## config.mk

```make
export PLATFORM = sky130hd
export DESIGN_NAME = button_single_double_press_detector
export DESIGN_NICKNAME = d
export VERILOG_FILES = /design/src/rtl/bsdp_pkg.sv /design/src/rtl/bsdp_cfg_regs.sv /design/src/rtl/bsdp_phase_logic.sv /design/src/rtl/button_single_double_press_detector.sv
export SDC_FILE = /design/constraint.sdc
export NUM_CORES = 1
export LEC_CHECK = 0
export BUFFER_PORTS_ARGS = -buffer_cell sky130_fd_sc_hd__clkbuf_2
export CORE_UTILIZATION = 30
export CTS_CLUSTER_DIAMETER = 150
export CTS_CLUSTER_SIZE = 20
export DETAILED_ROUTE_END_ITERATION = 8
export SYNTH_ARGS = -nofsm -noshare
export SYNTH_HDL_FRONTEND = slang
export SYNTH_SLANG_ARGS = --single-unit
```

## constraint.sdc

```tcl
create_clock -name clock -period 7.6 [get_ports clock]
set_clock_uncertainty 0.1 [all_clocks]
set_input_delay 0.76 -clock clock [delete_from_list [all_inputs] [get_ports clock]]
set_output_delay 0.76 -clock clock [all_outputs]
set_load 0.03 [all_outputs]
```

## src/rtl/bsdp_pkg.sv

```systemverilog
// Shared types, constants and helpers for the button single / double press detector.
// Depends on nothing; every other file in the project imports this package.
package bsdp_pkg;

   // Width of timestamps and time limits.
   localparam int TIME_BITS = 32;

   // Configuration register indexes.
   localparam int CSR_INDEX_BITS = 2;
   localparam logic [CSR_INDEX_BITS-1:0] CSR_PRESSED_LEVEL       = 2'd0;
   localparam logic [CSR_INDEX_BITS-1:0] CSR_RELEASED_LEVEL      = 2'd1;
   localparam logic [CSR_INDEX_BITS-1:0] CSR_HOLD_TIME           = 2'd2;
   localparam logic [CSR_INDEX_BITS-1:0] CSR_SECOND_PRESS_WINDOW = 2'd3;
   localparam int CSR_DATA_BITS = TIME_BITS;

   // Reset values of the configuration registers.
   localparam logic                 RST_PRESSED_LEVEL       = 1'b1;
   localparam logic                 RST_RELEASED_LEVEL      = 1'b0;
   localparam logic [TIME_BITS-1:0] RST_HOLD_TIME           = TIME_BITS'(50);
   localparam logic [TIME_BITS-1:0] RST_SECOND_PRESS_WINDOW = TIME_BITS'(300);

   // Phases of the press machine.
   typedef enum logic [2:0] {
      PH_IDLE      = 3'd0,
      PH_FIRST     = 3'd1,
      PH_FIRST_OK  = 3'd2,
      PH_RELEASED  = 3'd3,
      PH_SECOND    = 3'd4,
      PH_SECOND_OK = 3'd5
   } phase_type;

   // One poll beat on the request channel.
   typedef struct packed {
      logic [TIME_BITS-1:0] now_ticks;
      logic                 button_level;
   } req_type;

   // One result beat on the response channel.
   typedef struct packed {
      logic single_press;
      logic double_press;
   } rsp_type;

   // Configuration as seen by the press machine.
   typedef struct packed {
      logic                 pressed_level;
      logic                 released_level;
      logic [TIME_BITS-1:0] hold_time;
      logic [TIME_BITS-1:0] second_press_window;
   } cfg_type;

   // Machine state handed between the state registers and the next-state logic.
   typedef struct packed {
      phase_type            phase;
      logic [TIME_BITS-1:0] press_start;
      logic [TIME_BITS-1:0] release_start;
   } mach_type;

   // A limit of zero always counts as passed; a zero timestamp means no time is
   // known. Otherwise the wrapped elapsed time must strictly exceed the limit.
   function automatic logic limit_passed(input logic [TIME_BITS-1:0] now,
                                         input logic [TIME_BITS-1:0] start,
                                         input logic [TIME_BITS-1:0] limit);
      logic [TIME_BITS-1:0] elapsed;
      elapsed = now - start;
      if (limit == '0) begin
         return 1'b1;
      end else if (now == '0) begin
         return 1'b0;
      end else begin
         return elapsed > limit;
      end
   endfunction

endpackage

```

## src/rtl/bsdp_cfg_regs.sv

```systemverilog
// Configuration registers of the press detector, written through a plain write port.
// Depends on bsdp_pkg for the register indexes, reset values and cfg_type.
module bsdp_cfg_regs (
   input  logic                                  clock,
   input  logic                                  reset,
   input  logic                                  csr_wr_en,
   input  logic [bsdp_pkg::CSR_INDEX_BITS-1:0]   csr_index,
   input  logic [bsdp_pkg::CSR_DATA_BITS-1:0]    csr_wdata,
   output bsdp_pkg::cfg_type                     cfg
);
   import bsdp_pkg::*;

   cfg_type cfg_ff;
   cfg_type cfg_in;

   // Decode the write into the addressed register.
   always_comb begin
      cfg_in = cfg_ff;
      if (csr_wr_en) begin
         case (csr_index)
            CSR_PRESSED_LEVEL:       cfg_in.pressed_level       = csr_wdata[0];
            CSR_RELEASED_LEVEL:      cfg_in.released_level      = csr_wdata[0];
            CSR_HOLD_TIME:           cfg_in.hold_time           = csr_wdata[TIME_BITS-1:0];
            CSR_SECOND_PRESS_WINDOW: cfg_in.second_press_window = csr_wdata[TIME_BITS-1:0];
            default:                 cfg_in = cfg_ff;
         endcase
      end
   end

   // Registers, loaded with their documented values at reset.
   always_ff @(posedge clock) begin
      if (reset) begin
         cfg_ff.pressed_level       <= RST_PRESSED_LEVEL;
         cfg_ff.released_level      <= RST_RELEASED_LEVEL;
         cfg_ff.hold_time           <= RST_HOLD_TIME;
         cfg_ff.second_press_window <= RST_SECOND_PRESS_WINDOW;
      end else begin
         cfg_ff <= cfg_in;
      end
   end

   assign cfg = cfg_ff;

endmodule

```

## src/rtl/bsdp_phase_logic.sv

```systemverilog
// Next-state logic of the press machine for one poll, with its chained transitions.
// Depends on bsdp_pkg for phase_type, mach_type, cfg_type and limit_passed.
module bsdp_phase_logic (
   input  bsdp_pkg::req_type    poll,
   input  bsdp_pkg::cfg_type    cfg,
   input  bsdp_pkg::mach_type   cur,
   output bsdp_pkg::mach_type   nxt,
   output bsdp_pkg::rsp_type    result
);
   import bsdp_pkg::*;

   logic hold_old;
   logic hold_fresh;
   logic window_old;
   logic window_fresh;
   logic is_pressed;
   logic is_released;

   // Time checks against the stored start times, and against a start taken in
   // this very poll, where the elapsed time is zero.
   assign hold_old     = limit_passed(poll.now_ticks, cur.press_start, cfg.hold_time);
   assign window_old   = limit_passed(poll.now_ticks, cur.release_start,
                                      cfg.second_press_window);
   assign hold_fresh   = (cfg.hold_time == '0);
   assign window_fresh = (cfg.second_press_window == '0);

   // When both levels are the same, a matching level counts as pressed only.
   assign is_pressed  = (poll.button_level == cfg.pressed_level);
   assign is_released = !is_pressed && (poll.button_level == cfg.released_level);

   // Transitions; a poll may chain several of them in a fixed order.
   always_comb begin
      nxt    = cur;
      result = '0;
      if (is_pressed) begin
         case (cur.phase)
            PH_FIRST: begin
               if (hold_old) nxt.phase = PH_FIRST_OK;
            end
            PH_FIRST_OK, PH_SECOND_OK: begin
               nxt.phase = cur.phase;
            end
            PH_RELEASED: begin
               // A press after the window has expired leaves the phase alone.
               if (!window_old) begin
                  nxt.press_start = poll.now_ticks;
                  nxt.phase       = hold_fresh ? PH_SECOND_OK : PH_SECOND;
               end
            end
            PH_SECOND: begin
               if (hold_old) nxt.phase = PH_SECOND_OK;
            end
            default: begin
               // Idle, and any unused code, starts a first press.
               nxt.press_start = poll.now_ticks;
               nxt.phase       = hold_fresh ? PH_FIRST_OK : PH_FIRST;
            end
         endcase
      end else if (is_released) begin
         case (cur.phase)
            PH_FIRST_OK: begin
               nxt.release_start = poll.now_ticks;
               if (window_fresh) begin
                  nxt.phase           = PH_IDLE;
                  result.single_press = 1'b1;
               end else begin
                  nxt.phase = PH_RELEASED;
               end
            end
            PH_RELEASED: begin
               if (window_old) begin
                  nxt.phase           = PH_IDLE;
                  result.single_press = 1'b1;
               end
            end
            PH_SECOND_OK: begin
               nxt.phase           = PH_IDLE;
               result.double_press = 1'b1;
            end
            default: begin
               // A press released too early, or idle, goes back to idle.
               nxt.phase = PH_IDLE;
            end
         endcase
      end else begin
         // A level that matches neither setting leaves the phase as it is,
         // but an unused code is still read as idle.
         case (cur.phase)
            PH_IDLE, PH_FIRST, PH_FIRST_OK, PH_RELEASED, PH_SECOND, PH_SECOND_OK: begin
               nxt.phase = cur.phase;
            end
            default: begin
               nxt.phase = PH_IDLE;
            end
         endcase
      end
   end

endmodule

```

## src/rtl/button_single_double_press_detector.sv

```systemverilog
// Button single / double press detector: each request beat is one poll of the
// button with a timestamp, and each poll gives exactly one response beat.
//
// Channels: req_ carries a poll (now_ticks, button_level) and rsp_ carries the
// result flags (single_press, double_press); a beat moves at a rising edge at
// which valid is high and stall is low. The csr_ port writes one of four
// registers per cycle and should be used only while no poll is in flight.
// Path: an accepted poll is registered in the input stage, runs through the
// press machine and is registered in the result register, which drives rsp_.
// Throughput: one poll per cycle while the receiver does not stall; the press
// machine with its two elapsed-time compares sits between the input register
// and the result register. When the receiver stalls, the result holds in the
// result register and the input stage still takes one more poll; further polls
// are stalled until the result is taken.
// Reset (synchronous, active high) empties both stages, returns the machine
// to idle with zero start times and restores the register defaults.
// Depends on bsdp_pkg, bsdp_cfg_regs and bsdp_phase_logic.
module button_single_double_press_detector (
   input  logic                                  clock,
   input  logic                                  reset,
   input  logic                                  req_valid,
   output logic                                  req_stall,
   input  bsdp_pkg::req_type                     req_data,
   output logic                                  rsp_valid,
   input  logic                                  rsp_stall,
   output bsdp_pkg::rsp_type                     rsp_data,
   input  logic                                  csr_wr_en,
   input  logic [bsdp_pkg::CSR_INDEX_BITS-1:0]   csr_index,
   input  logic [bsdp_pkg::CSR_DATA_BITS-1:0]    csr_wdata
);
   import bsdp_pkg::*;

   cfg_type  cfg;
   mach_type mach_ff;
   mach_type mach_nxt;
   rsp_type  result;

   req_type  poll_ff;
   logic     poll_valid_ff;
   logic     poll_valid_in;
   rsp_type  rsp_ff;
   logic     rsp_valid_ff;
   logic     rsp_valid_in;
   logic     req_take;
   logic     advance;

   bsdp_cfg_regs u_cfg (
      .clock     (clock),
      .reset     (reset),
      .csr_wr_en (csr_wr_en),
      .csr_index (csr_index),
      .csr_wdata (csr_wdata),
      .cfg       (cfg)
   );

   bsdp_phase_logic u_phase (
      .poll   (poll_ff),
      .cfg    (cfg),
      .cur    (mach_ff),
      .nxt    (mach_nxt),
      .result (result)
   );

   // The held poll moves on when the result register is empty or being emptied.
   assign advance   = poll_valid_ff && (!rsp_valid_ff || !rsp_stall);
   assign req_stall = poll_valid_ff && rsp_valid_ff && rsp_stall;
   assign req_take  = req_valid && !req_stall;

   assign poll_valid_in = req_take || (poll_valid_ff && !advance);
   assign rsp_valid_in  = advance || (rsp_valid_ff && rsp_stall);

   // Stage valid bits.
   always_ff @(posedge clock) begin
      if (reset) begin
         poll_valid_ff <= 1'b0;
         rsp_valid_ff  <= 1'b0;
      end else begin
         poll_valid_ff <= poll_valid_in;
         rsp_valid_ff  <= rsp_valid_in;
      end
   end

   // Input register takes a beat whenever one is accepted.
   always_ff @(posedge clock) begin
      if (req_take) begin
         poll_ff <= req_data;
      end
   end

   // Press machine state and result register update as a poll moves on.
   always_ff @(posedge clock) begin
      if (reset) begin
         mach_ff.phase         <= PH_IDLE;
         mach_ff.press_start   <= '0;
         mach_ff.release_start <= '0;
      end else if (advance) begin
         mach_ff <= mach_nxt;
      end
   end

   always_ff @(posedge clock) begin
      if (advance) begin
         rsp_ff <= result;
      end
   end

   assign rsp_valid = rsp_valid_ff;
   assign rsp_data  = rsp_ff;

endmodule

```

==> flow_summary.ini, run 1 <==
[clock_network]
cts_sinks = 170
cts.path.max_buffers = 2
clk_pin_slew_ps = 70
cts_tree = done
root_buffer = clkbuf_16
postCtsSetupBuffers = 0
cts_buffers = 17
ctsHoldBuffers = 0
htree_levels = 4
ctsResizeCount = 0
worstSkewPairLatency_ps = 450

[yosys]
yosys_warnings = 0
syn_area_per_cell_sq_um = 8.11
synth_edf_count = 35
syn-cell-area_sq_um = 11000
synth.distinct_cells = 66
ys.flop_type = dfxtp_1
postSynthCellCount = 1355
yosysSeqAreaShare_pct = 34.1
syn_nets = 1555
synth_seq_cells = 170
async_flop_share_pct = 0

[place]
place.detailed.hpwl_mm = 23.3
pre_cts_ws_ps = 1680
placed_area_sq_um = 11900
routabilityCongestion = 0.904
dp_cells = 1855
io_buffers = 75

[global_route]
grt_pass1_vias = 9082
grt_use_total_pct = 17.0
grt_overflow = 0
grt_max_degree = 85
antenna_found_initial = 0
grt_pass1_wl_mm = 49.7

[final_layout]
drive_above_1_share_pct = 9.54
fin_area_sq_um = 12500
fin_nets = 1613
area_delta_synth_final_pct = 13.5
stdcell_count = 1887

[route]
vias = 9552
detail-route-antenna-nets = 0
wl_met2_mm = 14.0
first_pass_iters = 7
drc_errors = 6
vias_per_cell = 5.06
wire_per_inst_microns = 16.4
highest_layer = met4
drt-met1-wl_mm = 15.1
wl_met3_mm = 1.34
wirelength_mm = 30.9
first_iter_violations = 579

[timing]
maxClockFrequency_ghz = 0.169
period_share_pct = 77.8
tns_ps = 0
setup_viol_count_final = 0
fin_ws_ps = 1690
fin_crit_ps = 5910
rsz0062_at_grt = false
hold_violations = 0
slew_violations = 0
max_slew.worst_pin.slew_ps = 1190
relSlewSlack_pct = 20.2

[power]
peakVddDrop_mv = 0.147
p_per_area_nw_per_um2 = 195
p_leak_uw = 0.00487
total_power_uw = 2430

[job]
drv_cap = 0

[setup_path]
crit_arrival_ps = 6130
crit_path_max_fanout = 17
cp.required_ps = 7820
start_kind = register
criticalPathCategory = reg -> reg
end_kind = register

[floorplan]
core-area_sq_um = 35800
die_h_microns = 193
dieArea_sq_um = 37400
start_util_pct = 30.7
io_pins = 76
fp-row-count = 69
die_w_microns = 193

[run_status]
violations = DRC
status = complete, but fails checks

[min_path]
min_path_type = reg -> reg
final cells by class:
type	instances	area, sq um
timing repair buffer	82	430
clock inverter	11	168
clock buffer	20	458
multi-input combinational	1003	6570
fill	3739	23300
antenna	1	2.50
sequential	170	3750
tap	461	577
inverter	139	522
stage by stage:
step	utilization, %	hold WS (ps)
final	34.8	356
after global routing	34.8	356
after CTS	34.8	355
after detailed placement	33.1	348
after global placement	33.1	342
after floorplan	-	336
flip-flops by register name (all words and copies together) (netlist names):
name	count
rsp_valid	1
mach_ff	67
u_cfg.cfg	66
rsp_data	2
poll_valid_ff	1
poll_ff	33
kinds of logic (layout without fill, tap and decap cells):
family	count (synthesis)	after routing	synth area share [%]
AND/OR/NAND/NOR	448	448	18.3
AO/OA/AOI/OAI	338	338	19.1
buffers and inverters	182	252	6.32
flip-flops	170	170	34.1
adder cells (fa/ha/maj)	128	128	14.7
XOR/XNOR	55	55	4.38
multiplexers	34	34	3.10
other	0	1	0
cells in the mapped netlist (all sizes together), types with 11 or more instances:
| library cell | instances | area [sq um] |
|---|---|---|
| a21o | 36 | 273 |
| a21oi | 171 | 860 |
| clkbuf | 39 | 146 |
| dfxtp | 135 | 2700 |
| edfxtp | 35 | 1050 |
| ha | 126 | 1580 |
| inv | 139 | 522 |
| mux2i | 34 | 340 |
| nand2 | 232 | 871 |
| nand3 | 15 | 75.1 |
| nand4 | 23 | 144 |
| nor2 | 80 | 300 |
| nor2b | 12 | 75.1 |
| nor3 | 16 | 80.1 |
| nor4 | 30 | 188 |
| o21a | 11 | 82.6 |
| o21ai | 43 | 215 |
| xnor2 | 39 | 342 |
| xor2 | 16 | 140 |
power breakdown:
| group | switching, uW | internal [uW] | total (uW) |
|---|---|---|---|
| sequential | 36.0 | 954 | 990 |
| clock | 374 | 567 | 940 |
| combinational | 290 | 211 | 502 |
| total | 700 | 1730 | 2430 |
final timing paths:
check,start,endpoint,slack [ps],cells past startpoint
setup / recovery,poll_ff[1],mach_ff[47],1690,24
hold / removal,mach_ff[30],mach_ff[30],360,2
setup reg to reg,poll_ff[1],mach_ff[47],1690,24
hold reg to reg,mach_ff[30],mach_ff[30],360,2
per-layer routing:
metal	vias up	track usage [%]
met4	0	5.63
met3	29	2.93
met2	221	26.7
li1	4829	-
met1	4473	23.4
met5	-	0
worst max-delay path, stage by stage, from the launching register on:
cell and delay, ps:
edfxtp_1 430, inv_1 100, ha_1 160, inv_1 50, fa_1 440, a211oi_2 200, o21bai_1 130, a2111o_1 480
a2111oi_4 390, o31ai_2 150, a2111oi_2 420, o31ai_1 120, a21oi_1 180, xnor2_1 90, ha_1 270, nand4_1 120
nor4_1 400, inv_1 70, a2111o_1 280, o22ai_1 290, nor4_1 150, nor2_4 130, buf_4 310, mux2i_1 240
nor2_1 50
cell usage in the layout (no fill, tap or decap), types with 34 or more instances in the layout:
master	count
nand2_1	232
a21oi_1	170
inv_1	139
dfxtp_1	135
ha_1	126
nor2_1	78
clkbuf_2	74
o21ai_0	41
xnor2_1	39
edfxtp_1	35
a21o_1	34
mux2i_1	34
Note: power is estimated with default switching activity, not from simulation.
==> run 2, diff against run 1 <==
Clock period 7.6 ns to 5.1 ns, I/O delays scaled along.
==> flow_summary.ini, run 2 (same netlist as run 1, synthesis figures left out) <==
[job]
drv_cap = 0

[power]
p_leak_uw = 0.00537
total_power_uw = 3690
p_per_area_nw_per_um2 = 274
peakVddDrop_mv = 0.276

[route]
wire_per_inst_microns = 16.2
vias_per_cell = 5.00
detail-route-antenna-nets = 0
first_iter_violations = 581
drc_errors = 2
wirelength_mm = 32.1
vias = 9912
first_pass_iters = 7

[floorplan]
die_w_microns = 193
dieArea_sq_um = 37400
io_pins = 76
fp-row-count = 69
core-area_sq_um = 35800
start_util_pct = 30.7
die_h_microns = 193

[final_layout]
top_register = mach_ff
area_delta_synth_final_pct = 22.4
fin_nets = 1709
final_util_pct = 37.6
final_common_cell = nand2_1
largest_reg_flops = 67
nFillCells = 3671
n_antenna_cell = 0
drive_above_1_share_pct = 16.9
final_cell_mix = 232 x nand2_1, 165 x a21oi_1, 137 x inv_1, 135 x dfxtp_1, 125 x ha_1

[setup_path]
path_buf_inv = 6
crit_path_max_fanout = 3
reg2reg_from = poll_ff[1]
r2r-end = mach_ff[65]
end_kind = register
reg2reg_slack_ps = -440
start_kind = register
crit_arrival_ps = 5750
crit_path_top_delay_cell = a2111oi_4
critPathTopFamily = compound AO/OA/AOI/OAI gates
cp.required_ps = 5300
criticalPathCategory = reg -> reg
worst-r2r-cell-count = 27
critPathMaxStageDelay_ps = 440

[timing]
hold_slack_ps = 133
tns_ps = -13970
hold_violations = 0
slew_violations = 0
period_share_pct = 109
setup_viol_count_final = 36
maxClockFrequency_ghz = 0.180
relSlewSlack_pct = 31.5
fin_ws_ps = -444
fin_crit_ps = 5540
rsz0062_at_grt = true
max_slew.worst_pin.slew_ps = 1030

[global_route]
grt_use_met2_pct = 28.9
grt_overflow = 0
grt_use_total_pct = 17.3
busiest_layer = met2
grt_max_degree = 90
grt_pass1_wl_mm = 51.1
use_met1_pct = 23.1
grt_pass1_vias = 9544
met3_usage_pct = 2.88
antenna_found_initial = 0

[run_status]
status = complete, but fails checks
violations = DRC, setup timing

[min_path]
hold_path_startpoint = req_data[29]
hold-path-endpoint = poll_ff[29]
min_path_type = in -> reg
whs_path_depth = 1

[clock_network]
cts.path.max_buffers = 2
cts_tree = done
cts_buffers = 17
root_buffer = clkbuf_16
clk_pin_slew_ps = 70
htree_levels = 4
ctsHoldBuffers = 0
worstSkewPairLatency_ps = 450
cts_sinks = 170

[place]
pre_cts_ws_ps = -541
routabilityCongestion = 0.889
io_buffers = 75
place.detailed.hpwl_mm = 23.9
[run 2: cell count changes in the layout (fill, tap and decap cells not counted), moves of 3 or more]
| cell | before | now |
|---|---|---|
| buf_12 | 0 | 3 |
| a21oi_2 | 1 | 5 |
| nor4_1 | 30 | 26 |
| a21oi_1 | 170 | 165 |
| nor3_2 | 0 | 4 |
| buf_16 | 0 | 3 |
| buf_4 | 8 | 95 |
| buf_6 | 0 | 3 |
| nor3_1 | 16 | 12 |
[run 2: final cells by class]
cell class                 instances  area (sq um)  area share, %
multi-input combinational       1003          6750           50.2
sequential                       170          3750           27.9
timing repair buffer             178          1260           9.36
tap                              461           577           4.29
inverter                         139           522           3.88
clock buffer                      20           458           3.40
clock inverter                    12           136           1.01
[run 2: stage by stage]
stage | cells | instance area, sq um
floorplan | 1355 | 11000
global placement | 1934 | 12500
detailed placement | 1934 | 12500
CTS | 1982 | 13400
global route | 1983 | 13500
finish | 1983 | 13500
[run 2: what timing repair did]
action	CTS	global route
buffers inserted	14	3
cloned	3	0
gates resized for setup	34	6
pin swaps	12	5
endpoints found under the setup margin	36	36
[run 2: worst max path at each step]
stage / startpoint / end / cells past startpoint
after detailed placement: poll_ff[1] / mach_ff[65] / 23
after global routing: poll_ff[1] / mach_ff[43] / 26
after CTS: poll_ff[1] / mach_ff[33] / 27
final: poll_ff[1] / mach_ff[65] / 27
after global placement: poll_ff[1] / mach_ff[36] / 25
after floorplan: poll_ff[1] / mach_ff[33] / 24
[run 2: per-layer routing]
layer / share of wire [%] / wire length (microns) / vias up
met5: 0 / 0 / -
met4: 1.4 / 449 / 0
li1: - / - / 5043
met3: 3.4 / 1090 / 26
met2: 47 / 15000 / 170
met1: 48 / 15500 / 4673
[run 2: where the power goes]
group	internal (uW)	switching (uW)
Combinational	401	478
Clock	756	595
Sequential	1420	41.3
Total	2580	1110
